## src/hdl/sbd_pkg.sv

```systemverilog
// Shared constants, register codes, sequencer step codes and types of the de-esser.
package sbd_pkg;

   localparam int SAMPLE_W     = 24;
   localparam int COEF_W       = 20;
   localparam int BIQUAD_CFG_W = 60;
   localparam int LEVEL_W      = 23;
   localparam int GAIN_W       = 24;
   localparam int RATES_W      = 32;
   localparam int CSR_IDX_W    = 3;
   localparam int CSR_DATA_W   = 60;
   localparam int DEF_CHANNELS = 2;

   localparam logic [GAIN_W-1:0] ONE_Q23 = 24'h800000;

   // Register indexes
   localparam logic [CSR_IDX_W-1:0] REG_LOWPASS   = 3'd0;
   localparam logic [CSR_IDX_W-1:0] REG_DETECTOR  = 3'd1;
   localparam logic [CSR_IDX_W-1:0] REG_THRESHOLD = 3'd2;
   localparam logic [CSR_IDX_W-1:0] REG_SATURATE  = 3'd3;
   localparam logic [CSR_IDX_W-1:0] REG_MIN_GAIN  = 3'd4;
   localparam logic [CSR_IDX_W-1:0] REG_KNEE_RCP  = 3'd5;
   localparam logic [CSR_IDX_W-1:0] REG_ENV_RATES = 3'd6;
   localparam logic [CSR_IDX_W-1:0] REG_GAIN_RATES = 3'd7;

   // Sequencer steps: each step consumes the previous product and may issue a new one
   localparam int STEP_W = 5;
   localparam logic [STEP_W-1:0] ST_LP_B0     = 5'd0;
   localparam logic [STEP_W-1:0] ST_DT_B0     = 5'd1;
   localparam logic [STEP_W-1:0] ST_LP_A1     = 5'd2;
   localparam logic [STEP_W-1:0] ST_LP_A2     = 5'd3;
   localparam logic [STEP_W-1:0] ST_DT_A1     = 5'd4;
   localparam logic [STEP_W-1:0] ST_DT_A2     = 5'd5;
   localparam logic [STEP_W-1:0] ST_ENV_MUL   = 5'd6;
   localparam logic [STEP_W-1:0] ST_ENV_UPD   = 5'd7;
   localparam logic [STEP_W-1:0] ST_KNEE_PREP = 5'd8;
   localparam logic [STEP_W-1:0] ST_KNEE_MUL  = 5'd9;
   localparam logic [STEP_W-1:0] ST_T_CLAMP   = 5'd10;
   localparam logic [STEP_W-1:0] ST_T_SQ      = 5'd11;
   localparam logic [STEP_W-1:0] ST_T2        = 5'd12;
   localparam logic [STEP_W-1:0] ST_POLY      = 5'd13;
   localparam logic [STEP_W-1:0] ST_S         = 5'd14;
   localparam logic [STEP_W-1:0] ST_SCALE     = 5'd15;
   localparam logic [STEP_W-1:0] ST_TARGET    = 5'd16;
   localparam logic [STEP_W-1:0] ST_GAIN_PREP = 5'd17;
   localparam logic [STEP_W-1:0] ST_GAIN_MUL  = 5'd18;
   localparam logic [STEP_W-1:0] ST_GAIN_UPD  = 5'd19;
   localparam logic [STEP_W-1:0] ST_OUT_MUL   = 5'd20;
   localparam logic [STEP_W-1:0] ST_FINISH    = 5'd21;

   typedef struct packed {
      logic [BIQUAD_CFG_W-1:0] lowpass_coeffs;
      logic [BIQUAD_CFG_W-1:0] detector_coeffs;
      logic [LEVEL_W-1:0]      threshold_level;
      logic [LEVEL_W-1:0]      saturation_level;
      logic [GAIN_W-1:0]       min_gain;
      logic [GAIN_W-1:0]       knee_reciprocal;
      logic [RATES_W-1:0]      envelope_rates;
      logic [RATES_W-1:0]      gain_rates;
   } cfg_type;

   typedef struct packed {
      logic              load;
      logic              commit;
      logic [STEP_W-1:0] step;
   } cmd_type;

endpackage

```

## src/hdl/sbd_ctrl.sv

```systemverilog
// Sequencer that steps the shared-multiplier datapath through one sample.
module sbd_ctrl import sbd_pkg::*; (
   input  logic    clock,
   input  logic    reset,
   input  logic    req_valid,
   output logic    req_ready,
   input  logic    rsp_ready,
   output logic    rsp_valid,
   output cmd_type cmd
);

   localparam logic S_IDLE = 1'b0;
   localparam logic S_RUN  = 1'b1;

   logic              state_ff, state_in;
   logic [STEP_W-1:0] step_ff, step_in;
   logic              rsp_valid_ff, rsp_valid_in;
   logic              out_free;
   logic              accept;
   logic              commit;

   assign req_ready = (state_ff == S_IDLE);
   assign accept    = req_valid && req_ready;
   assign out_free  = !rsp_valid_ff || rsp_ready;
   assign commit    = (state_ff == S_RUN) && (step_ff == ST_FINISH) && out_free;
   assign rsp_valid = rsp_valid_ff;

   assign cmd.load   = accept;
   assign cmd.commit = commit;
   assign cmd.step   = step_ff;

   // next state and step
   always_comb begin
      state_in = state_ff;
      step_in  = step_ff;
      unique case (state_ff)
         S_IDLE: begin
            if (accept) begin
               state_in = S_RUN;
               step_in  = ST_LP_B0;
            end
         end
         S_RUN: begin
            if (step_ff != ST_FINISH) begin
               step_in = step_ff + 1'b1;
            end else if (out_free) begin
               state_in = S_IDLE;
            end
         end
         default: state_in = S_IDLE;
      endcase
   end

   // response valid: set on commit, cleared once taken
   always_comb begin
      rsp_valid_in = rsp_valid_ff;
      if (rsp_valid_ff && rsp_ready) rsp_valid_in = 1'b0;
      if (commit) rsp_valid_in = 1'b1;
   end

   always_ff @(posedge clock) begin
      if (reset) begin
         state_ff     <= S_IDLE;
         step_ff      <= ST_FINISH;
         rsp_valid_ff <= 1'b0;
      end else begin
         state_ff     <= state_in;
         step_ff      <= step_in;
         rsp_valid_ff <= rsp_valid_in;
      end
   end

endmodule

```

## config.mk

```make
export PLATFORM = sky130hd
export DESIGN_NAME = sbd_ctrl
export DESIGN_NICKNAME = d
export VERILOG_FILES = /design/src/hdl/sbd_pkg.sv /design/src/hdl/sbd_ctrl.sv
export SDC_FILE = /design/constraint.sdc
export NUM_CORES = 1
export LEC_CHECK = 0
export BUFFER_PORTS_ARGS = -buffer_cell sky130_fd_sc_hd__buf_4
export CORE_AREA = 2 2 39 41
export CTS_CLUSTER_SIZE = 20
export DETAILED_ROUTE_END_ITERATION = 6
export DIE_AREA = 0 0 41 43
export MAX_ROUTING_LAYER = met4
export PLACE_DENSITY = 0.59
export REMOVE_ABC_BUFFERS = 1
export SYNTH_ARGS = -nofsm -noshare
export SYNTH_HDL_FRONTEND = slang
export SYNTH_SLANG_ARGS = --single-unit
```

## constraint.sdc

```tcl
create_clock -name clock -period 1.52 [get_ports clock]
set_input_delay 0.076 -clock clock [delete_from_list [all_inputs] [get_ports clock]]
set_output_delay 0.076 -clock clock [all_outputs]
set_load 0.03 [all_outputs]
```

==> impl_metrics.tcl <==
set metrics [dict create \
    ys.flop_type "dfxtp_1" \
    hold_path.class "primary input to flip-flop" \
    grt_start_max_net_pins 12 \
    gr-total-overflow 0 \
    dpl.cell_count 68 \
    max_stage_delay_ps 340 \
    ys_warn_count 0 \
    cp.required_ps 1440 \
    boundaryPins 13 \
    cts_hold_buf 0 \
    grt.total_usage 0.1113 \
    cts_tree "built" \
    detail-route-antenna-nets 0 \
    route.detailed.drc 0 \
    crit_path_start_kind "flip-flop" \
    num_antenna_cells 0 \
    fin_hold_ws_ps 36.63 \
    worstPathArrival_ps 1360 \
    outcome "finished clean" \
    wirelength_um 957 \
    min_period_ps 1441 \
    ys_types 22 \
    regArea_um2 147.6 \
    seq_area_frac_synth 0.3733 \
    cts_sinks 7 \
    cellLeakagePower_uw 0.0002352 \
    synth_area_per_cell_um2 8.729 \
    rows 14 \
    gp_congestion 0.7152 \
    cts_root_buf "clkbuf_4" \
    finClkSkew_ps 9.594 \
    syn2layout_area_growth_pct 45.33 \
    cts-htree-levels 1 \
    finalPower_uw 579.4 \
    drtIter0Drc 12 \
    syn_inst 43 \
    synth_top_area_share 0.3733 \
    dieArea_mm2 0.001763 \
    ys_seq_elements 7 \
    firstDrtPassIters 4 \
    insertion_delay_ps 260 \
    synth_edf_count 0 \
    clk_pin_slew_ps 60 \
    grt_pass1_vias 321 \
    fmax_ghz 0.6941 \
    crit_type "flip-flop to primary output" \
    yosys.area.top_type "dfxtp_1" \
    tightest_slew_ps 393.3 \
    end_kind "primary output" \
    wire_per_inst_um 12.59 \
    vias_per_cell 4.987 \
    crit_path_max_fanout 3 \
    initial_core_util 0.2712 \
    synth.top_cells.by_count "dfxtp_1 (7), a31oi_1 (4), buf_4 (3), nor3_1 (3)" \
    power_density_mw_per_mm2 1062 \
    nFillCells 145 \
    fin_cells 76 \
    post-route-period-util 0.9479 \
    synth_area_um2 375.4 \
    drive_above_1_share 0.4667 \
    die_h_um 43 \
    crit_chain "inv_2 -> ha_4 -> nand4b_1 -> nor3_2 -> buf_4" \
    cts_made_buffers 3 \
    grt_pass1_wl_um 1304 \
    async_reset_ff_frac 0 \
    dp_hpwl_um 609.3 \
    synth_most_common_cell "dfxtp_1" \
    core_area_mm2 0.001384 \
    antenna_found_initial 0 \
    nNetsFinal 67 \
    slew_viol_final 0 \
    drv_cap 0 \
    synthTopCellsByArea "dfxtp_1 (37%), a31oi_1 (6.7%), ha_1 (6.7%), buf_4 (6.0%), nand4b_1 (4.7%)" \
    relSlewSlack 0.7374 \
    multi_input_area_um2 219.0 \
    setup_viol 0 \
    slowest_stage "dfxtp_4" \
    hold_viol_final 0 \
    cts_buffer_depth 2 \
    die_x_um 41 \
    num_vias 379 \
    port_buffers 12 \
    vdd_drop_max_mv 0.4480 \
]
[placed cells by master (no fill, tap or decap)]
cell      Yosys  final
a31oi_1       4      4
a211o_1       1      1
ha_1          2      1
clkbuf_4      0      3
a21oi_1       2      2
nand3b_1      1      1
nand3_1       2      2
nor3_1        3      2
clkinv_2      0      1
nor3_2        0      1
nor2b_1       2      2
dfxtp_4       0      2
buf_4         3     16
inv_2         1      2
a221o_1       1      1
dfxtp_1       7      5
inv_1         2      1
and4b_4       1      1
nor2_1        2      2
a21o_1        1      1
o21ai_0       1      1
ha_4          0      1
nand2_1       2      2
nand4b_1      2      2
or3_1         1      1
nor2_2        1      1
and3_1        1      1
[where the power goes]
part / leakage [µW] / switching [µW] / total (µW) / internal [µW]
Sequential: 0.0000588 / 24.9 / 225 / 200
Combinational: 0.000159 / 96.4 / 179 / 82.4
Clock: 0.0000177 / 79.2 / 176 / 96.7
Total: 0.000235 / 201 / 579 / 379
[worst max-delay path: cells and delay by family (launching register included)]
family,cells,cell delay [ps]
and+or+nand+nor,2,400
adders and majority gates,1,120
buffers and inverters,2,250
DFF,1,340
[final timing paths]
check / start / endpoint / slack, ps / cells past startpoint
setup / recovery: step_ff[1]$_SDFFE_PP0P_ / cmd[5] / 80 / 5
hold / removal: reset / step_ff[3]$_SDFFE_PP0P_ / 40 / 2
setup reg to reg: step_ff[0]$_SDFFE_PP1P_ / step_ff[4]$_SDFFE_PP1P_ / 150 / 5
hold reg to reg: step_ff[1]$_SDFFE_PP0P_ / step_ff[1]$_SDFFE_PP0P_ / 520 / 2
[sequential cells by signal, indices dropped and copies added, names as in the netlist]
name	count
rsp_valid	1
state_ff	1
step_ff	5
[layer usage]
metal / global-route usage / routed length (µm) / up-vias
li1: - / - / 193
met1: 0.1521 / 473 / 173
met2: 0.1438 / 404 / 13
met3: 0.06283 / 79 / 0
met4: 0.02000 / 0 / 0
met5: - / 0 / -
[kinds of logic (layout without fill, tap and decap cells)]
group	after synthesis	count (layout)	synth area share
buf+inv	6	23	0.08999
flops	7	7	0.3733
fa+ha+maj	2	2	0.06666
compound gates	10	10	0.1767
simple gates	18	18	0.2934
[through the flow]
stage	area, µm²	worst slack, ps	setup TNS, ps	utilization
5_1_grt	545.5	-5.986	-5.986	0.3942
3_5_place_dp	462.9	104.7	0	0.3345
6_report	545.5	79.21	0	0.3942
3_3_place_gp	462.9	144.8	0	0.3345
2_1_floorplan	352.8	-375.0	-576.4	-
4_1_cts	503.0	1.700	0	0.3635
[area by class of cell]
type                       instances  share of cell area
clock inverter                     1            0.009174
multi-input combinational         30              0.4014
sequential                         7              0.2706
tap                               16             0.03670
clock buffer                       3             0.04128
timing repair buffer              16              0.2202
inverter                           3             0.02064
[repair_timing]
action | in CTS | in global routing
endpoints found under the setup margin | 1 | 1
pin swaps | 0 | 1
resized for setup | 1 | 7
setup buffers | 1 | 3
hold endpoints to repair | 0 | 0
Note: power is estimated with default switching activity, not from simulation.
