`config.mk`:
```
export PLATFORM = sky130hd
export DESIGN_NAME = sbd_csr_flat
export DESIGN_NICKNAME = d
export VERILOG_FILES = /design/src/hdl/sbd_pkg.sv /design/src/hdl/sbd_if.sv /design/src/hdl/sbd_csr.sv /design/src/flat_wrapper.sv
export SDC_FILE = /design/constraint.sdc
export NUM_CORES = 1
export LEC_CHECK = 0
export ABC_CLOCK_PERIOD_IN_PS = 1700
export BUFFER_PORTS_ARGS = -buffer_cell sky130_fd_sc_hd__buf_4
export CAP_MARGIN = 15
export CORE_MARGIN = 2
export CORE_UTILIZATION = 50
export CTS_BUF_LIST = sky130_fd_sc_hd__clkbuf_8 sky130_fd_sc_hd__clkbuf_16
export CTS_CLUSTER_SIZE = 30
export DETAILED_ROUTE_END_ITERATION = 10
export GPL_TIMING_DRIVEN = 0
export HOLD_SLACK_MARGIN = 0.06
export PLACE_DENSITY = 0.78
export SKIP_CTS_REPAIR_TIMING = 1
export SKIP_LAST_GASP = 1
export SLEW_MARGIN = 20
export SYNTH_ARGS = -nofsm -noshare
export SYNTH_HDL_FRONTEND = slang
export SYNTH_SLANG_ARGS = --single-unit
```
`constraint.sdc`:
```
create_clock -name clock -period 1.7 [get_ports clock]
set_input_delay 0.255 -clock clock [delete_from_list [all_inputs] [get_ports clock]]
set_output_delay 0.255 -clock clock [all_outputs]
set_load 0.01 [all_outputs]
```
`src/hdl/sbd_pkg.sv`:
```
// Shared constants, register codes, sequencer step codes and types of the de-esser.
package sbd_pkg;

   localparam int SAMPLE_W     = 24;
   localparam int COEF_W       = 20;
   localparam int BIQUAD_CFG_W = 60;
   localparam int LEVEL_W      = 23;
   localparam int GAIN_W       = 24;
   localparam int RATES_W      = 32;
   localparam int CSR_IDX_W    = 3;
   localparam int CSR_DATA_W   = 60;
   localparam int DEF_CHANNELS = 2;

   localparam logic [GAIN_W-1:0] ONE_Q23 = 24'h800000;

   // Register indexes
   localparam logic [CSR_IDX_W-1:0] REG_LOWPASS   = 3'd0;
   localparam logic [CSR_IDX_W-1:0] REG_DETECTOR  = 3'd1;
   localparam logic [CSR_IDX_W-1:0] REG_THRESHOLD = 3'd2;
   localparam logic [CSR_IDX_W-1:0] REG_SATURATE  = 3'd3;
   localparam logic [CSR_IDX_W-1:0] REG_MIN_GAIN  = 3'd4;
   localparam logic [CSR_IDX_W-1:0] REG_KNEE_RCP  = 3'd5;
   localparam logic [CSR_IDX_W-1:0] REG_ENV_RATES = 3'd6;
   localparam logic [CSR_IDX_W-1:0] REG_GAIN_RATES = 3'd7;

   // Sequencer steps: each step consumes the previous product and may issue a new one
   localparam int STEP_W = 5;
   localparam logic [STEP_W-1:0] ST_LP_B0     = 5'd0;
   localparam logic [STEP_W-1:0] ST_DT_B0     = 5'd1;
   localparam logic [STEP_W-1:0] ST_LP_A1     = 5'd2;
   localparam logic [STEP_W-1:0] ST_LP_A2     = 5'd3;
   localparam logic [STEP_W-1:0] ST_DT_A1     = 5'd4;
   localparam logic [STEP_W-1:0] ST_DT_A2     = 5'd5;
   localparam logic [STEP_W-1:0] ST_ENV_MUL   = 5'd6;
   localparam logic [STEP_W-1:0] ST_ENV_UPD   = 5'd7;
   localparam logic [STEP_W-1:0] ST_KNEE_PREP = 5'd8;
   localparam logic [STEP_W-1:0] ST_KNEE_MUL  = 5'd9;
   localparam logic [STEP_W-1:0] ST_T_CLAMP   = 5'd10;
   localparam logic [STEP_W-1:0] ST_T_SQ      = 5'd11;
   localparam logic [STEP_W-1:0] ST_T2        = 5'd12;
   localparam logic [STEP_W-1:0] ST_POLY      = 5'd13;
   localparam logic [STEP_W-1:0] ST_S         = 5'd14;
   localparam logic [STEP_W-1:0] ST_SCALE     = 5'd15;
   localparam logic [STEP_W-1:0] ST_TARGET    = 5'd16;
   localparam logic [STEP_W-1:0] ST_GAIN_PREP = 5'd17;
   localparam logic [STEP_W-1:0] ST_GAIN_MUL  = 5'd18;
   localparam logic [STEP_W-1:0] ST_GAIN_UPD  = 5'd19;
   localparam logic [STEP_W-1:0] ST_OUT_MUL   = 5'd20;
   localparam logic [STEP_W-1:0] ST_FINISH    = 5'd21;

   typedef struct packed {
      logic [BIQUAD_CFG_W-1:0] lowpass_coeffs;
      logic [BIQUAD_CFG_W-1:0] detector_coeffs;
      logic [LEVEL_W-1:0]      threshold_level;
      logic [LEVEL_W-1:0]      saturation_level;
      logic [GAIN_W-1:0]       min_gain;
      logic [GAIN_W-1:0]       knee_reciprocal;
      logic [RATES_W-1:0]      envelope_rates;
      logic [RATES_W-1:0]      gain_rates;
   } cfg_type;

   typedef struct packed {
      logic              load;
      logic              commit;
      logic [STEP_W-1:0] step;
   } cmd_type;

endpackage

```
`src/hdl/sbd_if.sv`:
```


interface sbd_csr_if import sbd_pkg::*; ();
   logic                  valid;
   logic                  ready;
   logic [CSR_IDX_W-1:0]  index;
   logic [CSR_DATA_W-1:0] data;
   modport source (output valid, index, data, input ready);
   modport sink (input valid, index, data, output ready);
endinterface

```
`src/hdl/sbd_csr.sv`:
```
// Configuration register file of the de-esser.
module sbd_csr import sbd_pkg::*; (
   input  logic   clock,
   input  logic   reset,
   sbd_csr_if.sink csr_chan,
   output cfg_type cfg
);

   cfg_type cfg_ff;
   cfg_type cfg_in;

   assign csr_chan.ready = 1'b1;
   assign cfg = cfg_ff;

   // register write decode
   always_comb begin
      cfg_in = cfg_ff;
      if (csr_chan.valid) begin
         unique case (csr_chan.index)
            REG_LOWPASS:    cfg_in.lowpass_coeffs   = csr_chan.data;
            REG_DETECTOR:   cfg_in.detector_coeffs  = csr_chan.data;
            REG_THRESHOLD:  cfg_in.threshold_level  = csr_chan.data[LEVEL_W-1:0];
            REG_SATURATE:   cfg_in.saturation_level = csr_chan.data[LEVEL_W-1:0];
            REG_MIN_GAIN:   cfg_in.min_gain         = csr_chan.data[GAIN_W-1:0];
            REG_KNEE_RCP:   cfg_in.knee_reciprocal  = csr_chan.data[GAIN_W-1:0];
            REG_ENV_RATES:  cfg_in.envelope_rates   = csr_chan.data[RATES_W-1:0];
            REG_GAIN_RATES: cfg_in.gain_rates       = csr_chan.data[RATES_W-1:0];
            default:        cfg_in = cfg_ff;
         endcase
      end
   end

   always_ff @(posedge clock) begin
      if (reset) begin
         cfg_ff.lowpass_coeffs   <= '0;
         cfg_ff.detector_coeffs  <= '0;
         cfg_ff.threshold_level  <= 23'd529290;
         cfg_ff.saturation_level <= 23'd1058580;
         cfg_ff.min_gain         <= 24'd5292898;
         cfg_ff.knee_reciprocal  <= 24'd1038693;
         cfg_ff.envelope_rates   <= 32'd1216414059;
         cfg_ff.gain_rates       <= 32'd1216414214;
      end else begin
         cfg_ff <= cfg_in;
      end
   end

endmodule

```
`src/flat_wrapper.sv`:
```
// flat-port wrapper written by rule: the top's interface ports become plain ports
module sbd_csr_flat import sbd_pkg::*;
  (clock, reset, cfg, csr_chan_valid, csr_chan_index, csr_chan_data, csr_chan_ready);
  sbd_csr_if csr_chan_i ();
  input  logic clock;
  input  logic reset;
  output cfg_type cfg;
  input wire logic [$bits(csr_chan_i.valid)-1:0] csr_chan_valid;
  input wire logic [$bits(csr_chan_i.index)-1:0] csr_chan_index;
  input wire logic [$bits(csr_chan_i.data)-1:0] csr_chan_data;
  output wire logic [$bits(csr_chan_i.ready)-1:0] csr_chan_ready;
  assign csr_chan_i.valid = csr_chan_valid;
  assign csr_chan_i.index = csr_chan_index;
  assign csr_chan_i.data = csr_chan_data;
  assign csr_chan_ready = csr_chan_i.ready;
  sbd_csr u_core (.clock(clock), .reset(reset), .csr_chan(csr_chan_i), .cfg(cfg));
endmodule
```
==> run metrics, run 1 <==
min Tclk post-route between 1500 and 2000 ps; CTS tree yes; Leak 7.55 nW; Synth Area in Simple Gates 20.2%; number of global-route vias before repair 8891; Vias per Instance slightly above 5; ANT nets after route 0; Starting Density 50.5%; Final Setup Violations 0; Design Area, Final 15200 um^2; pin count of the biggest net entering global routing 14; HP Class input pin to register; area of the mapped netlist 10900 um^2; first-pass GRT wire length 53000 um; XOR/XNOR share of the synthesized area 0%; max reg flops 278; max_slew headroom 49.2%; commonest non-fill, non-tap cells in the layout 349 x buf_4, 285 x nand2b_1, 278 x mux2i_1, 278 x dfxtp_1, 78 x nor2_1; Chip Height ~150 um; RSZ-0062 raised after global routing yes; Initial DRC Count 414; total number of vias 8799; maxcap violations 0; Fmax 625 MHz; antenna cells 0; fill count 1653; Tightest Pin Transition 762 ps; Final Hold Viols 0; Mapped Nets about 1100; Area Overhead vs Synth 39.3%; combinational family with the most area after synthesis multiplexers; IO Pins 345; Worst-Skew Late Latency 540 ps; register bit total from synthesis between 200 and 300; final slew viol count 0; total iterations of the first detailed-routing run 4; Synth area leader dfxtp_1; Synth area leaders dfxtp_1 51%, mux2i_1 25%, nand2b_1 16%; clock tree root driver cell clkbuf_16; post-route clock period utilization 94.1%; Synth top area share 50.9%; maximum VDD drop 0.000746 V; clk sinks around 280; critical path capture point type register; number of H-tree levels 1; kind of critical path input pin to register; Tot GR Track Use 29.3%; R2R setup slack 1000 ps; Cells after Synth 1011; CP max FO 10; DRC 0; die area 23100 um^2; per-cell routed wire length a little over 20 um; status finished, final reports clean; row cnt 54; Fin Hold WS 4.39 ps; pwr/cell area ~950 nW/um^2; core area between 20000 and 25000 um^2; CTS buffer count 28; fraction of layout cells with a size suffix above 1 29.8%; commonest non-fill, non-tap cell in the layout buf_4; post-synthesis mux area share approximately a quarter; hpwl dp 25400 um; Power Total 0.0145 W; antenna violations before repair 0; Final Skew 0 ps; synth unique cells 17; gpl congestion 0.808; clock buffer depth 3; GR Overflow Total 0; sequential share of the synthesized area between 50 and 60%; CP Launch Type input pin; Crit path required time 2150 ps; mean area per synthesized cell approximately 11 um^2; nets between 1000 and 1500; WL final 35400 um; Clock transition at path regs 60 ps; adder-cell share of the synthesized area 0%; Compound-Gate Fraction of Synth Area 0%; die width around 150 um; Placed Instance Area 13900 um^2; Syn. warnings 0; CP arrival slightly above 2000 ps; # port buffers 343
worst max-delay path: stages:
cell      delay [ps]
buf_4            100
buf_2            280
clkbuf_1         530
clkbuf_1         600
nor2_1           110
mux2i_1          170
cells by family (layout without fill, tap and decap cells):
family / after synthesis / after routing
mux: 278 / 278
buf+inv: 78 / 509
flops: 278 / 278
other cells: 1 / 1
simple gates: 376 / 376
cell type report:
type	count	area, um^2	share of cell area [%]
Buffer	78	377	2.47
Clock buffer	40	877	5.76
Clock inverter	9	93.8	0.617
Multi-Input combinational cell	655	4990	32.8
Sequential cell	278	5570	36.6
Tap cell	280	350	2.30
Timing Repair Buffer	382	2970	19.5
path summary, 6_finish.rpt:
check,to,startpoint,cells after the start
max,u_core.cfg[40],reset,6
min,u_core.cfg[82],csr_chan_data[18],3
max reg2reg,u_core.cfg[147],u_core.cfg[147],2
min reg2reg,u_core.cfg[219],u_core.cfg[219],2
metal layers:
| metal | up-vias | GRT usage (%) | wire [um] |
|---|---|---|---|
| met5 | - | 0 | 0 |
| met4 | 0 | 8.37 | 988 |
| met3 | 64 | 8.10 | 2780 |
| met2 | 358 | 50.3 | 16900 |
| met1 | 4225 | 36.1 | 14700 |
| li1 | 4152 | - | - |
report_power, final:
| group | switching (W) | internal, W | total, W |
|---|---|---|---|
| Clock | 0.00256 | 0.00385 | 0.00642 |
| Sequential | 0.0000868 | 0.00666 | 0.00675 |
| Combinational | 0.000665 | 0.000628 | 0.00129 |
| Total | 0.00331 | 0.0111 | 0.0145 |
synthesized netlist by cell type (all sizes together):
library cell and count:
and4b 2, buf 39, clkbuf 39, conb 1, dfxtp 278, mux2i 278
nand2b 285, nand4 1, nand4b 3, nand4bb 3, nor2 78, nor4b 1
nor4bb 2, or4b 1
per-stage QoR:
step           worst slack [ps]  cells  TNS [ps]  utilization (%)
6_report                    101   1722         0             70.4
3_3_place_gp               -856   1634   -105750             64.1
5_1_grt                   -13.4   1722     -20.1             70.4
2_1_floorplan               309   1011         0                -
4_1_cts                    -305   1683    -10620             68.6
3_5_place_dp               -856   1634   -111600             64.1
(Power assumes the default switching activity.)
==> run 2, diff against run 1 <==
CORE_UTILIZATION = 51   (was 50)
PLACE_DENSITY = 0.79   (was 0.78)
==> run metrics, run 2 (synthesis results as in run 1) <==
status finished, final reports clean; IO Pins roughly 350; Worst Hold Depth 3; die area 22600 um^2; Cell Chain, Critical Path buf_4 > clkbuf_2 > clkbuf_1 > clkbuf_1 > nand2b_1 > mux2i_1; maximum VDD drop 0.000667 V; clk sinks 278; met1 WL 14300 um; power share of the clock group between 40% and 50%; Final Setup Violations 0; met3 WL 2920 um; critical path capture point type register; Flop pwr share 45.8%; clock tree root driver cell clkbuf_16; WL final 35500 um; Final Hold Viols 0; post-route clock period utilization 93.5%; CTS tree yes; hold_sp csr_chan_data[31]; CP max FO 10; Hold Crit Endpoint u_core.cfg[63]; P_sw 0.00342 W; per-cell routed wire length between 20 and 25 um; final slew viol count 0; fill count 1556; Crit path required time 2100 ps; fraction of layout cells with a size suffix above 1 a little under 30%; row cnt 53; Internal 0.0113 W; ANT nets after route 0; kind of critical path input pin to register; max reg flops 278; number of H-tree levels 1; antenna violations before repair 1; Critical Path Max Stage Delay 550 ps; total iterations of the first detailed-routing run 5; Placed Instance Area ~14000 um^2; GR Overflow Total 0; Vias per Instance slightly above 5; Final Skew 0 ps; Chip Height about 150 um; Critical R2R Capture u_core.cfg[110]; pwr/cell area 956 nW/um^2; HP Class input pin to register; Fmax between 600 and 700 MHz; area of the multi-input gates 4990 um^2; DR top layer met4; number of global-route vias before repair 8704; die width 150 um; Initial DRC Count 366; Tightest Pin Transition about 760 ps; met2 routed WL 17000 um; switching share of power 23.2%; Clock transition at path regs approximately 60 ps; power share of the combinational group 8.9%; min Tclk post-route 1590 ps; Power Total 0.0147 W; Design Area, Final 15400 um^2; nets 1504; Starting Density 52.0%; Worst-Skew Late Latency 550 ps; R2R setup slack 1000 ps; hpwl dp 25500 um; max_slew headroom 49.0%; CP Launch Type input pin; sequential cell area ~5600 um^2; gpl congestion between 0.8 and 0.9; Area Overhead vs Synth 40.9%; # port buffers 343; Tot GR Track Use approximately 30%; RSZ-0062 raised after global routing no; DRC 0; core area 21000 um^2; Leak approximately 7.6 nW; total number of vias 8839; clock buffer depth 3; first-pass GRT wire length 51100 um; CTS buffer count 30; reg2reg start u_core.cfg[110]; CP arrival around 2000 ps; commonest non-fill, non-tap cells in the layout 349 x buf_4, 285 x nand2b_1, 278 x mux2i_1, 278 x dfxtp_1, 78 x nor2_1; commonest non-fill, non-tap cell in the layout buf_4; R2R cell count 2; maxcap violations 0; most frequent cell on the critical path clkbuf_1; slowest CP cell clkbuf_1; pin count of the biggest net entering global routing 15
-- run 2: worst max-delay path by stage --
stage | from | endpoint | cells after the start
2_1_floorplan | csr_chan_index[0] | u_core.cfg[267] | 5
3_3_place_gp | reset | u_core.cfg[109] | 6
3_5_place_dp | reset | u_core.cfg[67] | 6
4_1_cts | reset | u_core.cfg[50] | 6
5_1_grt | reset | u_core.cfg[139] | 6
6_report | reset | u_core.cfg[50] | 6
-- run 2: worst max-delay path: cells and delay by family --
family	cells	cell delay [ps]
buffers and inverters	4	1440
and+or+nand+nor	1	210
muxes	1	80
-- run 2: power groups by stage --
stage	Clock (W)	Combinational [W]	Sequential [W]
final	0.00666	0.00132	0.00675
after global routing	0.00697	0.00139	0.00676
after CTS	0.00671	0.00121	0.00675
after detailed placement	0	0.00121	0.00689
after global placement	0	0.00119	0.00689
after floorplan	0	0.000543	0.00694
-- run 2: routing by layer --
layer	track usage (%)	up-vias
met2	51.2	362
li1	-	4188
met4	10.8	0
met3	8.24	71
met1	35.8	4218
met5	0	-
-- run 2: metrics by stage --
step	hold WS [ps]	instances	utilization, %	worst slack [ps]	TNS, ps
floorplan	416	1011	-	309	0
global placement	459	1629	65.9	-667	-94600
detailed placement	465	1629	65.9	-687	-98830
CTS	-35.0	1684	70.7	-126	-5280
global route	64.8	1737	73.2	49.5	0
finish	53.7	1737	73.2	110	0
-- run 2: area by class of cell --
class	instances	area share (%)
Tap cell	275	2.23
Buffer	78	2.45
Sequential cell	278	36.1
Multi-Input combinational cell	655	32.4
Timing Repair Buffer	395	20.1
Clock inverter	18	1.05
Antenna cell	1	0.0163
Clock buffer	37	5.57
==> run 3, diff against run 2 <==
GPL_TIMING_DRIVEN = not set   (was 0)
==> run metrics, run 3 (synthesis results as in run 1) <==
post-route clock period utilization roughly 80%; Critical Path Max Stage Delay between 400 and 500 ps; die area about 23000 um^2; clk sinks 278; maxcap violations 0; number of H-tree levels 1; DRC 0; antenna violations before repair 0; Worst Hold Depth 3; row cnt 53; RSZ-0062 raised after global routing no; per-cell routed wire length 18.8 um; Fin Hold WS 44.7 ps; R2R cell count 2; Vias per Instance 5.05; Tot GR Track Use 26.2%; pin count of the biggest net entering global routing 49; Leak 7.60 nW; number of global-route vias before repair between 8000 and 9000; fraction of layout cells with a size suffix above 1 30.1%; Worst Path Buf+Inv 1; GR Overflow Total 0; Final Hold Viols 0; Crit path max-delay family flip-flops; CP Launch Type register; Cell Chain, Critical Path buf_4; first-pass GRT wire length 46200 um; status finished, final reports clean; HP Class input pin to register; Starting Density 52.0%; max_slew headroom between 50% and 60%; IO Pins 345; Crit path required time 1440 ps; # port buffers 343; critical path capture point type output port; CP arrival 1100 ps; pwr/cell area 911 nW/um^2; kind of critical path register to output port; gpl congestion 0.852; CTS tree yes; final slew viol count 0; Initial DRC Count 289; fill count 1532; Worst-Skew Late Latency 540 ps; Place WS between 100 and 150 ps; maximum VDD drop between 0.0006 and 0.0007 V; CP Depth 1; Final Setup Violations 0; clock tree root driver cell clkbuf_16; core area around 21000 um^2; hpwl dp 21800 um; fin util 72.8%; total number of vias 8494; clock buffer depth 3; slowest CP cell dfxtp_1; Chip Height 150 um; total iterations of the first detailed-routing run 4; Tightest Pin Transition between 600 and 700 ps; die width 150 um; nets 1457; Area Overhead vs Synth 40.0%; Placed Instance Area 13900 um^2; min Tclk post-route 1360 ps; Final Skew 0 ps; WL final 31700 um; CTS buffer count 29; CP max FO 2; ANT nets after route 0; Design Area, Final 15300 um^2; antenna cells 0; commonest non-fill, non-tap cells in the layout 364 x buf_4, 285 x nand2b_1, 278 x mux2i_1, 278 x dfxtp_1, 78 x nor2_1; Fmax 737 MHz; max reg flops between 200 and 300; commonest non-fill, non-tap cell in the layout buf_4; min setup slack post-route 343 ps; Clock transition at path regs approximately 60 ps; Fin Setup TNS 0 ps
## run 3: cell types whose count changed in the layout (fill, tap and decap cells not counted), sizes merged
cell,previous run,this run
diode,1,0
bufinv,3,1
clkinv,9,5
clkbuf,76,35
buf,382,375
dlygate4sd3,52,51
## run 3: per-layer routing
metal	vias up	wire length (um)	global-route usage, %
li1	4088	-	-
met1	4050	12600	31.0
met2	294	15600	45.5
met3	62	2380	7.21
met4	0	1060	9.48
met5	-	0	0
## run 3: power breakdown
part	internal (W)	switching [W]	total (W)
registers	0.00666	0.0000854	0.00675
logic	0.000668	0.000604	0.00127
clock network	0.00343	0.00250	0.00592
total	0.0108	0.00318	0.0139
## run 3: final cells by class
cell class | instances | area [um^2] | share of cell area, %
clock buffers | 34 | 795 | 5.19
clock inverters | 12 | 82.6 | 0.540
multi-input cells | 655 | 5040 | 32.9
flip-flops and latches | 278 | 5570 | 36.4
well taps | 275 | 344 | 2.25
repair buffers | 427 | 3480 | 22.7
## run 3: final timing paths
kind | start | endpoint | slack (ps)
min | csr_chan_data[17] | u_core.cfg[81] | 40
max reg2reg | u_core.cfg[157] | u_core.cfg[157] | 1020
max | u_core.cfg[157] | cfg[157] | 340
min reg2reg | u_core.cfg[45] | u_core.cfg[45] | 470
## run 3: stage by stage
step | total power [W] | cells
after detailed placement | 0.00805 | 1584
final | 0.0139 | 1681
after CTS | 0.0139 | 1630
after global placement | 0.00803 | 1584
after floorplan | 0.00749 | 1011
after global routing | 0.0144 | 1681
