==> config.mk <==
export PLATFORM = sky130hd
export DESIGN_NAME = sbd_datapath
export DESIGN_NICKNAME = d
export VERILOG_FILES = /design/src/hdl/sbd_pkg.sv /design/src/hdl/sbd_datapath.sv
export SDC_FILE = /design/constraint.sdc
export NUM_CORES = 2
export LEC_CHECK = 0
export BUFFER_PORTS_ARGS = -buffer_cell sky130_fd_sc_hd__buf_4
export CAP_MARGIN = 5
export CORE_MARGIN = 2
export CORE_UTILIZATION = 65
export CTS_CLUSTER_SIZE = 28
export DETAILED_ROUTE_END_ITERATION = 10
export MAX_ROUTING_LAYER = met4
export PLACE_DENSITY = 0.93
export SYNTH_ARGS = -nofsm -noshare
export SYNTH_HDL_FRONTEND = slang
export SYNTH_SLANG_ARGS = --single-unit
==> constraint.sdc <==
create_clock -name clock -period 25.2 [get_ports clock]
set_input_delay 2.52 -clock clock [delete_from_list [all_inputs] [get_ports clock]]
set_output_delay 2.52 -clock clock [all_outputs]
set_load 0.02 [all_outputs]
==> src/hdl/sbd_pkg.sv <==
// Shared constants, register codes, sequencer step codes and types of the de-esser.
package sbd_pkg;

   localparam int SAMPLE_W     = 24;
   localparam int COEF_W       = 20;
   localparam int BIQUAD_CFG_W = 60;
   localparam int LEVEL_W      = 23;
   localparam int GAIN_W       = 24;
   localparam int RATES_W      = 32;
   localparam int CSR_IDX_W    = 3;
   localparam int CSR_DATA_W   = 60;
   localparam int DEF_CHANNELS = 2;

   localparam logic [GAIN_W-1:0] ONE_Q23 = 24'h800000;

   // Register indexes
   localparam logic [CSR_IDX_W-1:0] REG_LOWPASS   = 3'd0;
   localparam logic [CSR_IDX_W-1:0] REG_DETECTOR  = 3'd1;
   localparam logic [CSR_IDX_W-1:0] REG_THRESHOLD = 3'd2;
   localparam logic [CSR_IDX_W-1:0] REG_SATURATE  = 3'd3;
   localparam logic [CSR_IDX_W-1:0] REG_MIN_GAIN  = 3'd4;
   localparam logic [CSR_IDX_W-1:0] REG_KNEE_RCP  = 3'd5;
   localparam logic [CSR_IDX_W-1:0] REG_ENV_RATES = 3'd6;
   localparam logic [CSR_IDX_W-1:0] REG_GAIN_RATES = 3'd7;

   // Sequencer steps: each step consumes the previous product and may issue a new one
   localparam int STEP_W = 5;
   localparam logic [STEP_W-1:0] ST_LP_B0     = 5'd0;
   localparam logic [STEP_W-1:0] ST_DT_B0     = 5'd1;
   localparam logic [STEP_W-1:0] ST_LP_A1     = 5'd2;
   localparam logic [STEP_W-1:0] ST_LP_A2     = 5'd3;
   localparam logic [STEP_W-1:0] ST_DT_A1     = 5'd4;
   localparam logic [STEP_W-1:0] ST_DT_A2     = 5'd5;
   localparam logic [STEP_W-1:0] ST_ENV_MUL   = 5'd6;
   localparam logic [STEP_W-1:0] ST_ENV_UPD   = 5'd7;
   localparam logic [STEP_W-1:0] ST_KNEE_PREP = 5'd8;
   localparam logic [STEP_W-1:0] ST_KNEE_MUL  = 5'd9;
   localparam logic [STEP_W-1:0] ST_T_CLAMP   = 5'd10;
   localparam logic [STEP_W-1:0] ST_T_SQ      = 5'd11;
   localparam logic [STEP_W-1:0] ST_T2        = 5'd12;
   localparam logic [STEP_W-1:0] ST_POLY      = 5'd13;
   localparam logic [STEP_W-1:0] ST_S         = 5'd14;
   localparam logic [STEP_W-1:0] ST_SCALE     = 5'd15;
   localparam logic [STEP_W-1:0] ST_TARGET    = 5'd16;
   localparam logic [STEP_W-1:0] ST_GAIN_PREP = 5'd17;
   localparam logic [STEP_W-1:0] ST_GAIN_MUL  = 5'd18;
   localparam logic [STEP_W-1:0] ST_GAIN_UPD  = 5'd19;
   localparam logic [STEP_W-1:0] ST_OUT_MUL   = 5'd20;
   localparam logic [STEP_W-1:0] ST_FINISH    = 5'd21;

   typedef struct packed {
      logic [BIQUAD_CFG_W-1:0] lowpass_coeffs;
      logic [BIQUAD_CFG_W-1:0] detector_coeffs;
      logic [LEVEL_W-1:0]      threshold_level;
      logic [LEVEL_W-1:0]      saturation_level;
      logic [GAIN_W-1:0]       min_gain;
      logic [GAIN_W-1:0]       knee_reciprocal;
      logic [RATES_W-1:0]      envelope_rates;
      logic [RATES_W-1:0]      gain_rates;
   } cfg_type;

   typedef struct packed {
      logic              load;
      logic              commit;
      logic [STEP_W-1:0] step;
   } cmd_type;

endpackage

==> src/hdl/sbd_datapath.sv <==
// Datapath: per-channel state, one shared 26x26 multiplier and the fix-up arithmetic.
module sbd_datapath import sbd_pkg::*; #(
   parameter int CHANNELS = DEF_CHANNELS
) (
   input  logic                       clock,
   input  logic                       reset,
   input  cmd_type                    cmd,
   input  cfg_type                    cfg,
   input  logic                       channel,
   input  logic signed [SAMPLE_W-1:0] sample_in,
   output logic                       channel_out,
   output logic signed [SAMPLE_W-1:0] sample_out
);

   localparam int CH_W = (CHANNELS > 1) ? $clog2(CHANNELS) : 1;

   function automatic logic signed [55:0] rnd(input logic signed [55:0] v,
                                              input int unsigned k);
      rnd = (v + (56'sd1 <<< (k - 1))) >>> k;
   endfunction

   function automatic logic signed [23:0] sat24(input logic signed [55:0] v);
      if (v > 56'sd8388607) sat24 = 24'sh7FFFFF;
      else if (v < -56'sd8388608) sat24 = 24'sh800000;
      else sat24 = v[23:0];
   endfunction

   function automatic logic signed [31:0] sat32(input logic signed [55:0] v);
      if (v > 56'sd2147483647) sat32 = 32'sh7FFFFFFF;
      else if (v < -56'sd2147483648) sat32 = 32'sh80000000;
      else sat32 = v[31:0];
   endfunction

   localparam logic [1:0] KNEE_UNITY = 2'd0;
   localparam logic [1:0] KNEE_FLOOR = 2'd1;
   localparam logic [1:0] KNEE_CURVE = 2'd2;

   // per-channel state
   logic signed [31:0]  split_z1_ff [CHANNELS];
   logic signed [31:0]  split_z2_ff [CHANNELS];
   logic signed [31:0]  detect_z1_ff [CHANNELS];
   logic signed [31:0]  detect_z2_ff [CHANNELS];
   logic [GAIN_W-1:0]   envelope_ff [CHANNELS];
   logic [GAIN_W-1:0]   gain_ff [CHANNELS];

   // working registers
   logic                       ch_ff;
   logic signed [SAMPLE_W-1:0] x_ff;
   logic signed [51:0]         p_ff;
   logic signed [43:0]         pl0_ff, pd0_ff;
   logic signed [23:0]         yl_ff, yd_ff;
   logic signed [24:0]         high_ff;
   logic signed [31:0]         nzl1_ff, nzl2_ff, nzd1_ff, nzd2_ff;
   logic signed [24:0]         ediff_ff;
   logic [15:0]                erate_ff;
   logic [GAIN_W-1:0]          envn_ff;
   logic signed [24:0]         kdiff_ff;
   logic signed [24:0]         gm1_ff;
   logic [1:0]                 mode_ff;
   logic [16:0]                t_ff, t2_ff, s_ff;
   logic [17:0]                factor_ff;
   logic [GAIN_W-1:0]          target_ff;
   logic signed [25:0]         gdiff_ff;
   logic [15:0]                grate_ff;
   logic [GAIN_W-1:0]          gainn_ff;
   logic                       ch_out_ff;
   logic signed [SAMPLE_W-1:0] out_ff;

   logic                present;
   logic [CH_W-1:0]     idx;
   logic signed [55:0]  pw;
   logic signed [19:0]  b0l, a1l, a2l, b0d, a1d, a2d;
   logic [GAIN_W-1:0]   env_cur, gain_cur, gmin;
   logic signed [24:0]  rect;
   logic signed [25:0]  mul_a, mul_b;

   logic signed [23:0]  yl_in, yd_in;
   logic signed [24:0]  high_in, ediff_in, kdiff_in, gm1_in;
   logic signed [31:0]  nzl1_in, nzl2_in, nzd1_in, nzd2_in;
   logic [15:0]         erate_in, grate_in;
   logic signed [55:0]  env_sum, tr, t2r, sr, curve_v, gain_sum, out_v;
   logic [GAIN_W-1:0]   envn_in, target_in, gainn_in;
   logic [1:0]          mode_in;
   logic [16:0]         t_in, t2_in, s_in;
   logic [17:0]         factor_in;
   logic signed [25:0]  gdiff_in;
   logic signed [23:0]  out_in;

   assign present = ({31'b0, ch_ff} < 32'(CHANNELS));
   assign idx     = present ? CH_W'(ch_ff) : '0;
   assign pw      = 56'(p_ff);

   assign b0l = cfg.lowpass_coeffs[59:40];
   assign a1l = cfg.lowpass_coeffs[39:20];
   assign a2l = cfg.lowpass_coeffs[19:0];
   assign b0d = cfg.detector_coeffs[59:40];
   assign a1d = cfg.detector_coeffs[39:20];
   assign a2d = cfg.detector_coeffs[19:0];

   assign env_cur  = envelope_ff[idx];
   assign gain_cur = gain_ff[idx];
   assign gmin     = (cfg.min_gain > ONE_Q23) ? ONE_Q23 : cfg.min_gain;

   // biquad fix-ups
   assign yl_in   = sat24(rnd(pw + (56'(split_z1_ff[idx]) <<< 17), 17));
   assign yd_in   = sat24(rnd(pw + (56'(detect_z1_ff[idx]) <<< 17), 17));
   assign high_in = 25'(x_ff) - 25'(yl_ff);
   assign nzl1_in = sat32(rnd((56'(pl0_ff) <<< 1) - pw + (56'(split_z2_ff[idx]) <<< 17), 17));
   assign nzl2_in = sat32(rnd(56'(pl0_ff) - pw, 17));
   assign nzd1_in = sat32(rnd(-(56'(pd0_ff) <<< 1) - pw + (56'(detect_z2_ff[idx]) <<< 17), 17));
   assign nzd2_in = sat32(rnd(56'(pd0_ff) - pw, 17));

   // envelope follower
   assign rect     = yd_ff[23] ? -25'(yd_ff) : 25'(yd_ff);
   assign ediff_in = rect - $signed({1'b0, env_cur});
   assign erate_in = (rect > $signed({1'b0, env_cur})) ? cfg.envelope_rates[31:16]
                                                       : cfg.envelope_rates[15:0];
   assign env_sum  = $signed({32'b0, env_cur}) + rnd(pw, 16);
   assign envn_in  = (env_sum < 56'sd0) ? '0 :
                     (env_sum > 56'sd8388608) ? ONE_Q23 : env_sum[23:0];

   // knee
   assign kdiff_in = $signed({1'b0, envn_ff}) - $signed({2'b0, cfg.threshold_level});
   assign gm1_in   = $signed({1'b0, gmin}) - $signed({1'b0, ONE_Q23});
   always_comb begin
      if (envn_ff <= {1'b0, cfg.threshold_level}) mode_in = KNEE_UNITY;
      else if (cfg.saturation_level <= cfg.threshold_level ||
               envn_ff >= {1'b0, cfg.saturation_level}) mode_in = KNEE_FLOOR;
      else mode_in = KNEE_CURVE;
   end
   assign tr        = rnd(pw, 23);
   assign t_in      = (tr < 56'sd0) ? '0 : (tr > 56'sd65536) ? 17'd65536 : tr[16:0];
   assign t2r       = rnd(pw, 16);
   assign t2_in     = t2r[16:0];
   assign factor_in = 18'd196608 - {t_ff, 1'b0};
   assign sr        = rnd(pw, 16);
   assign s_in      = (sr < 56'sd0) ? '0 : (sr > 56'sd65536) ? 17'd65536 : sr[16:0];
   assign curve_v   = 56'sd8388608 + rnd(pw, 16);
   always_comb begin
      case (mode_ff)
         KNEE_UNITY: target_in = ONE_Q23;
         KNEE_FLOOR: target_in = gmin;
         default:    target_in = curve_v[23:0];
      endcase
   end

   // gain smoother and output
   assign gdiff_in = $signed({2'b0, target_ff}) - $signed({2'b0, gain_cur});
   assign grate_in = (target_ff < gain_cur) ? cfg.gain_rates[31:16] : cfg.gain_rates[15:0];
   assign gain_sum = $signed({32'b0, gain_cur}) + rnd(pw, 16);
   assign gainn_in = (gain_sum < 56'sd0) ? '0 :
                     (gain_sum > 56'sd16777215) ? 24'hFFFFFF : gain_sum[23:0];
   assign out_v    = 56'(yl_ff) + rnd(pw, 23);
   assign out_in   = sat24(out_v);

   // multiplier operand select
   always_comb begin
      mul_a = '0;
      mul_b = '0;
      case (cmd.step)
         ST_LP_B0:    begin mul_a = 26'(b0l); mul_b = 26'(x_ff); end
         ST_DT_B0:    begin mul_a = 26'(b0d); mul_b = 26'(x_ff); end
         ST_LP_A1:    begin mul_a = 26'(a1l); mul_b = 26'(yl_ff); end
         ST_LP_A2:    begin mul_a = 26'(a2l); mul_b = 26'(yl_ff); end
         ST_DT_A1:    begin mul_a = 26'(a1d); mul_b = 26'(yd_ff); end
         ST_DT_A2:    begin mul_a = 26'(a2d); mul_b = 26'(yd_ff); end
         ST_ENV_MUL:  begin mul_a = $signed({10'b0, erate_ff}); mul_b = 26'(ediff_ff); end
         ST_KNEE_MUL: begin
            mul_a = 26'(kdiff_ff);
            mul_b = $signed({2'b0, cfg.knee_reciprocal});
         end
         ST_T_SQ:     begin mul_a = $signed({9'b0, t_ff}); mul_b = $signed({9'b0, t_ff}); end
         ST_POLY:     begin mul_a = $signed({9'b0, t2_ff}); mul_b = $signed({8'b0, factor_ff}); end
         ST_SCALE:    begin mul_a = 26'(gm1_ff); mul_b = $signed({9'b0, s_ff}); end
         ST_GAIN_MUL: begin mul_a = $signed({10'b0, grate_ff}); mul_b = gdiff_ff; end
         ST_OUT_MUL:  begin mul_a = 26'(high_ff); mul_b = $signed({2'b0, gainn_ff}); end
         default:     begin mul_a = '0; mul_b = '0; end
      endcase
   end

   // working registers: each step latches what it consumes
   always_ff @(posedge clock) begin
      // output product held through the final step while the output register is busy
      if (cmd.step != ST_FINISH) p_ff <= mul_a * mul_b;
      if (cmd.load) begin
         ch_ff <= channel;
         x_ff  <= sample_in;
      end
      case (cmd.step)
         ST_DT_B0: begin
            pl0_ff <= pw[43:0];
            yl_ff  <= yl_in;
         end
         ST_LP_A1: begin
            pd0_ff  <= pw[43:0];
            yd_ff   <= yd_in;
            high_ff <= high_in;
         end
         ST_LP_A2: nzl1_ff <= nzl1_in;
         ST_DT_A1: begin
            nzl2_ff  <= nzl2_in;
            ediff_ff <= ediff_in;
            erate_ff <= erate_in;
         end
         ST_DT_A2:   nzd1_ff <= nzd1_in;
         ST_ENV_MUL: nzd2_ff <= nzd2_in;
         ST_ENV_UPD: envn_ff <= envn_in;
         ST_KNEE_PREP: begin
            kdiff_ff <= kdiff_in;
            gm1_ff   <= gm1_in;
            mode_ff  <= mode_in;
         end
         ST_T_CLAMP: t_ff <= t_in;
         ST_T2: begin
            t2_ff     <= t2_in;
            factor_ff <= factor_in;
         end
         ST_S:      s_ff <= s_in;
         ST_TARGET: target_ff <= target_in;
         ST_GAIN_PREP: begin
            gdiff_ff <= gdiff_in;
            grate_ff <= grate_in;
         end
         ST_GAIN_UPD: gainn_ff <= gainn_in;
         default: ;
      endcase
      if (cmd.commit) begin
         ch_out_ff <= ch_ff;
         out_ff    <= present ? out_in : x_ff;
      end
   end

   // channel state: written back once a sample completes
   always_ff @(posedge clock) begin
      if (reset) begin
         for (int i = 0; i < CHANNELS; i++) begin
            split_z1_ff[i]  <= '0;
            split_z2_ff[i]  <= '0;
            detect_z1_ff[i] <= '0;
            detect_z2_ff[i] <= '0;
            envelope_ff[i]  <= '0;
            gain_ff[i]      <= ONE_Q23;
         end
      end else if (cmd.commit && present) begin
         split_z1_ff[idx]  <= nzl1_ff;
         split_z2_ff[idx]  <= nzl2_ff;
         detect_z1_ff[idx] <= nzd1_ff;
         detect_z2_ff[idx] <= nzd2_ff;
         envelope_ff[idx]  <= envn_ff;
         gain_ff[idx]      <= gainn_ff;
      end
   end

   assign channel_out = ch_out_ff;
   assign sample_out  = out_ff;

endmodule

==> metrics <==
outcome=finished with violations; violated checks=slew limit; CP startpoint kind=primary input; Port Buf Inserts=336; HPWL after detailed placement=251 mm; sequential share of the synthesized area=33.4%; I/O pin cnt=337; max incr delay on CP=1110 ps; Post-Layout Inst Area=100000 µm²; busiest grt layer=met2; clock-pin slew on the worst setup and hold paths=60 ps; Pint=5.37 mW; total power=10.2 mW; total clock sinks=1017; root buffer cell=clkbuf_16; die area=143000 µm²; Slew @ Worst Pin=1590 ps; Max Buffers Root-to-Sink=3; Worst setup EP type=register; final setup fails=0; # DRC=0; pwr dens=102 nW/µm²; worst skew pair latency=800 ps; maximum number of pins on one net before global-route repair=116; Req. time, crit path=25660 ps; Hold-fix buffers, CTS=0; Slew Viols, Final=4; Cells after Synth=8925; Avg WL per Cell=29.4 µm; worst hold path class=reg -> reg; CP Class=in -> reg; FF+latch count, synth=1017; fin crit share=54.5%; Max Fclk=0.0728 GHz; synthesis-to-layout area growth=10.0%; Vias/cell=6.55; Max FO, Critical Path=39; clock network power share=17.0%; Worst Skew=85.2 ps; Post-synth EDFFs=1016; post-CTS sizing=0; drt first pass iters=10; Leak=45.0 nW; initial antenna violation count=33; CTS Buf Count=110; setup TNS=0 ps; H-tree depth=3; row cnt=137; die width=379 µm; met3 Use GR=18.3%; vias in the first global route=73.1k; VDD IR max=0.231 mV; Die H=379 µm; GRT Residual Overflow=0; RSZ-0062 raised after global routing=false; crit path DAT=14200 ps; crit path time final=13740 ps; CP delay by family, top=compound AO/OA/AOI/OAI gates; Async SR Flop Fraction=0%; setup ws final=11460 ps; CTS tree=yes; grt met1 use=56.8%; Reg power frac=22.8%; layout cell share with drive strength beyond 1=9.81%; Place WS=11560 ps; Post-DRT Antenna Nets=0; Iter 0 DRT Violations=10.0k; routing usage on met2=67.7%; first-pass GRT wire length=480 mm; Main synth FF type=edfxtp_1; Max-slew headroom=-6.11%; # fillers=9836; gpl congestion=1.09; Sw Share=47.4%; Comb pwr share=60.2%; most used cell, CP=fa_1; Yosys cell types=93; Starting Density=65.4%; final WL=330 mm; Net Sw Power=4.84 mW; Post-layout nets=11.1k; dpl cell area=96500 µm²; Synth warnings=0; max-cap violations=0; Synth Area per Inst=10.2 µm²; Fin. Hold Viols=0; CORE AREA=140000 µm²; Mapped Area=91300 µm²; Post-CTS Setup Bufs=0; CP Buf/Inv Count=7; GR Util All Layers=47.8%; Syn Nets=10.8k; via count=73.6k; Worst path slowest cell=o311ai_0
==> path summary, 6_finish.rpt <==
kind,from,to,slack [ps],cells past startpoint
worst max-delay path,cmd[4],p_ff[51]$_DFFE_PP_,11460,32
worst max register to register,erate_ff[12]$_DFFE_PN_,p_ff[51]$_DFFE_PP_,13910,28
worst min register to register,p_ff[8]$_DFFE_PP_,pd0_ff[8]$_DFFE_PN_,510,0
worst min-delay path,p_ff[8]$_DFFE_PP_,pd0_ff[8]$_DFFE_PN_,510,0
==> stage by stage <==
| step | hold WS (ps) | util, % | cells |
|---|---|---|---|
| 2_1_floorplan | 445 | - | 8925 |
| 3_3_place_gp | 477 | 69.2 | 10998 |
| 3_5_place_dp | 475 | 69.2 | 10998 |
| 4_1_cts | 514 | 71.9 | 11204 |
| 5_1_grt | 521 | 71.9 | 11234 |
| 6_report | 513 | 72.0 | 11243 |
==> cell usage after synthesis, drive strengths merged (30+ instances only) <==
cell	number	area, µm²
nand2	663	2490
or3	31	199
nor2	550	2150
nand4	90	578
a22oi	90	676
edfxtp	1016	30500
ha	784	9810
mux2	139	1570
a31oi	34	213
a21oi	420	2100
and2	431	2700
o21bai	58	435
fa	773	15500
nand3	132	666
nor3	93	470
clkbuf	267	1000
nor4	43	299
a22o	64	561
o21ai	392	1960
nand2b	84	528
o31ai	30	225
nor2b	97	607
mux2i	79	791
a21o	239	1790
o21a	45	338
inv	1305	4900
a211oi	38	290
and3	48	300
xor2	136	1190
xnor2	344	3010
a221oi	39	342
==> power groups by stage <==
stage                     registers, mW  logic, mW  clock network, mW
final                              2.33       6.15               1.73
after detailed placement           2.35       5.85                  0
after floorplan                    2.37       3.87                  0
after global routing               2.34       6.59               1.79
after CTS                          2.32       5.95               1.73
after global placement             2.35       5.70                  0
==> area by class of cell <==
| cell class | instances | area [µm²] | share of cell area, % |
|---|---|---|---|
| clock buffer | 130 | 2830 | 2.82 |
| sequential | 1017 | 30500 | 30.4 |
| clock inverter | 76 | 966 | 0.962 |
| tap | 1876 | 2350 | 2.34 |
| antenna | 38 | 95.1 | 0.0947 |
| timing repair buffer | 492 | 3710 | 3.69 |
| multi-input combinational | 6306 | 55000 | 54.8 |
| inverter | 1308 | 4910 | 4.89 |
==> cell usage in the layout (no fill, tap or decap), types with 21 or more instances in the layout <==
| cell type | count |
|---|---|
| o21a_1 | 45 |
| nand2_1 | 663 |
| mux2_2 | 139 |
| ha_1 | 784 |
| buf_4 | 490 |
| a22o_1 | 64 |
| nor4_1 | 40 |
| a221oi_1 | 38 |
| nand4_1 | 89 |
| clkinv_1 | 22 |
| nor2_4 | 22 |
| fa_1 | 773 |
| a222oi_1 | 24 |
| nand3_1 | 129 |
| a21oi_1 | 419 |
| o31ai_1 | 30 |
| and3_1 | 48 |
| a221o_1 | 21 |
| inv_1 | 1305 |
| or3_1 | 30 |
| nor2_1 | 523 |
| nand2b_1 | 83 |
| or2_2 | 21 |
| and2_1 | 431 |
| clkbuf_16 | 110 |
| xnor2_1 | 340 |
| a21boi_0 | 21 |
| a21o_1 | 239 |
| a211oi_1 | 37 |
| xor2_1 | 136 |
| o21ai_0 | 387 |
| nor3_1 | 86 |
| o21bai_1 | 58 |
| edfxtp_1 | 1016 |
| mux2i_1 | 79 |
| a31oi_1 | 31 |
| diode_2 | 38 |
| nor2b_1 | 97 |
| a22oi_1 | 90 |
==> sequential cells by signal, indices dropped and copies added (netlist names), 32 cells and up, named ones only <==
| name | flops |
|---|---|
| detect_z1_ff | 64 |
| detect_z2_ff | 64 |
| split_z1_ff | 64 |
| split_z2_ff | 64 |
| p_ff | 52 |
| envelope_ff | 48 |
| gain_ff | 48 |
| pd0_ff | 44 |
| pl0_ff | 44 |
| nzd1_ff | 32 |
| nzd2_ff | 32 |
| nzl1_ff | 32 |
| nzl2_ff | 32 |
==> routing by layer <==
layer	routed length (µm)	vias to the layer above
met5	0	-
met4	27900	0
met3	47800	1260
met2	140000	5380
met1	114000	35679
li1	-	31309
==> logic make-up after synthesis <==
family                     Yosys count  synth area share, %
buffers and inverters             1602                 6.62
adders and majority gates         1557                 27.7
DFF                               1017                 33.4
AOI/OAI and AO/OA                 1676                 12.0
xor gates and xnor gates           480                 4.61
muxes                              218                 2.58
and+or+nand+nor                   2375                 13.0
Power figures use the tool's default switching activity.
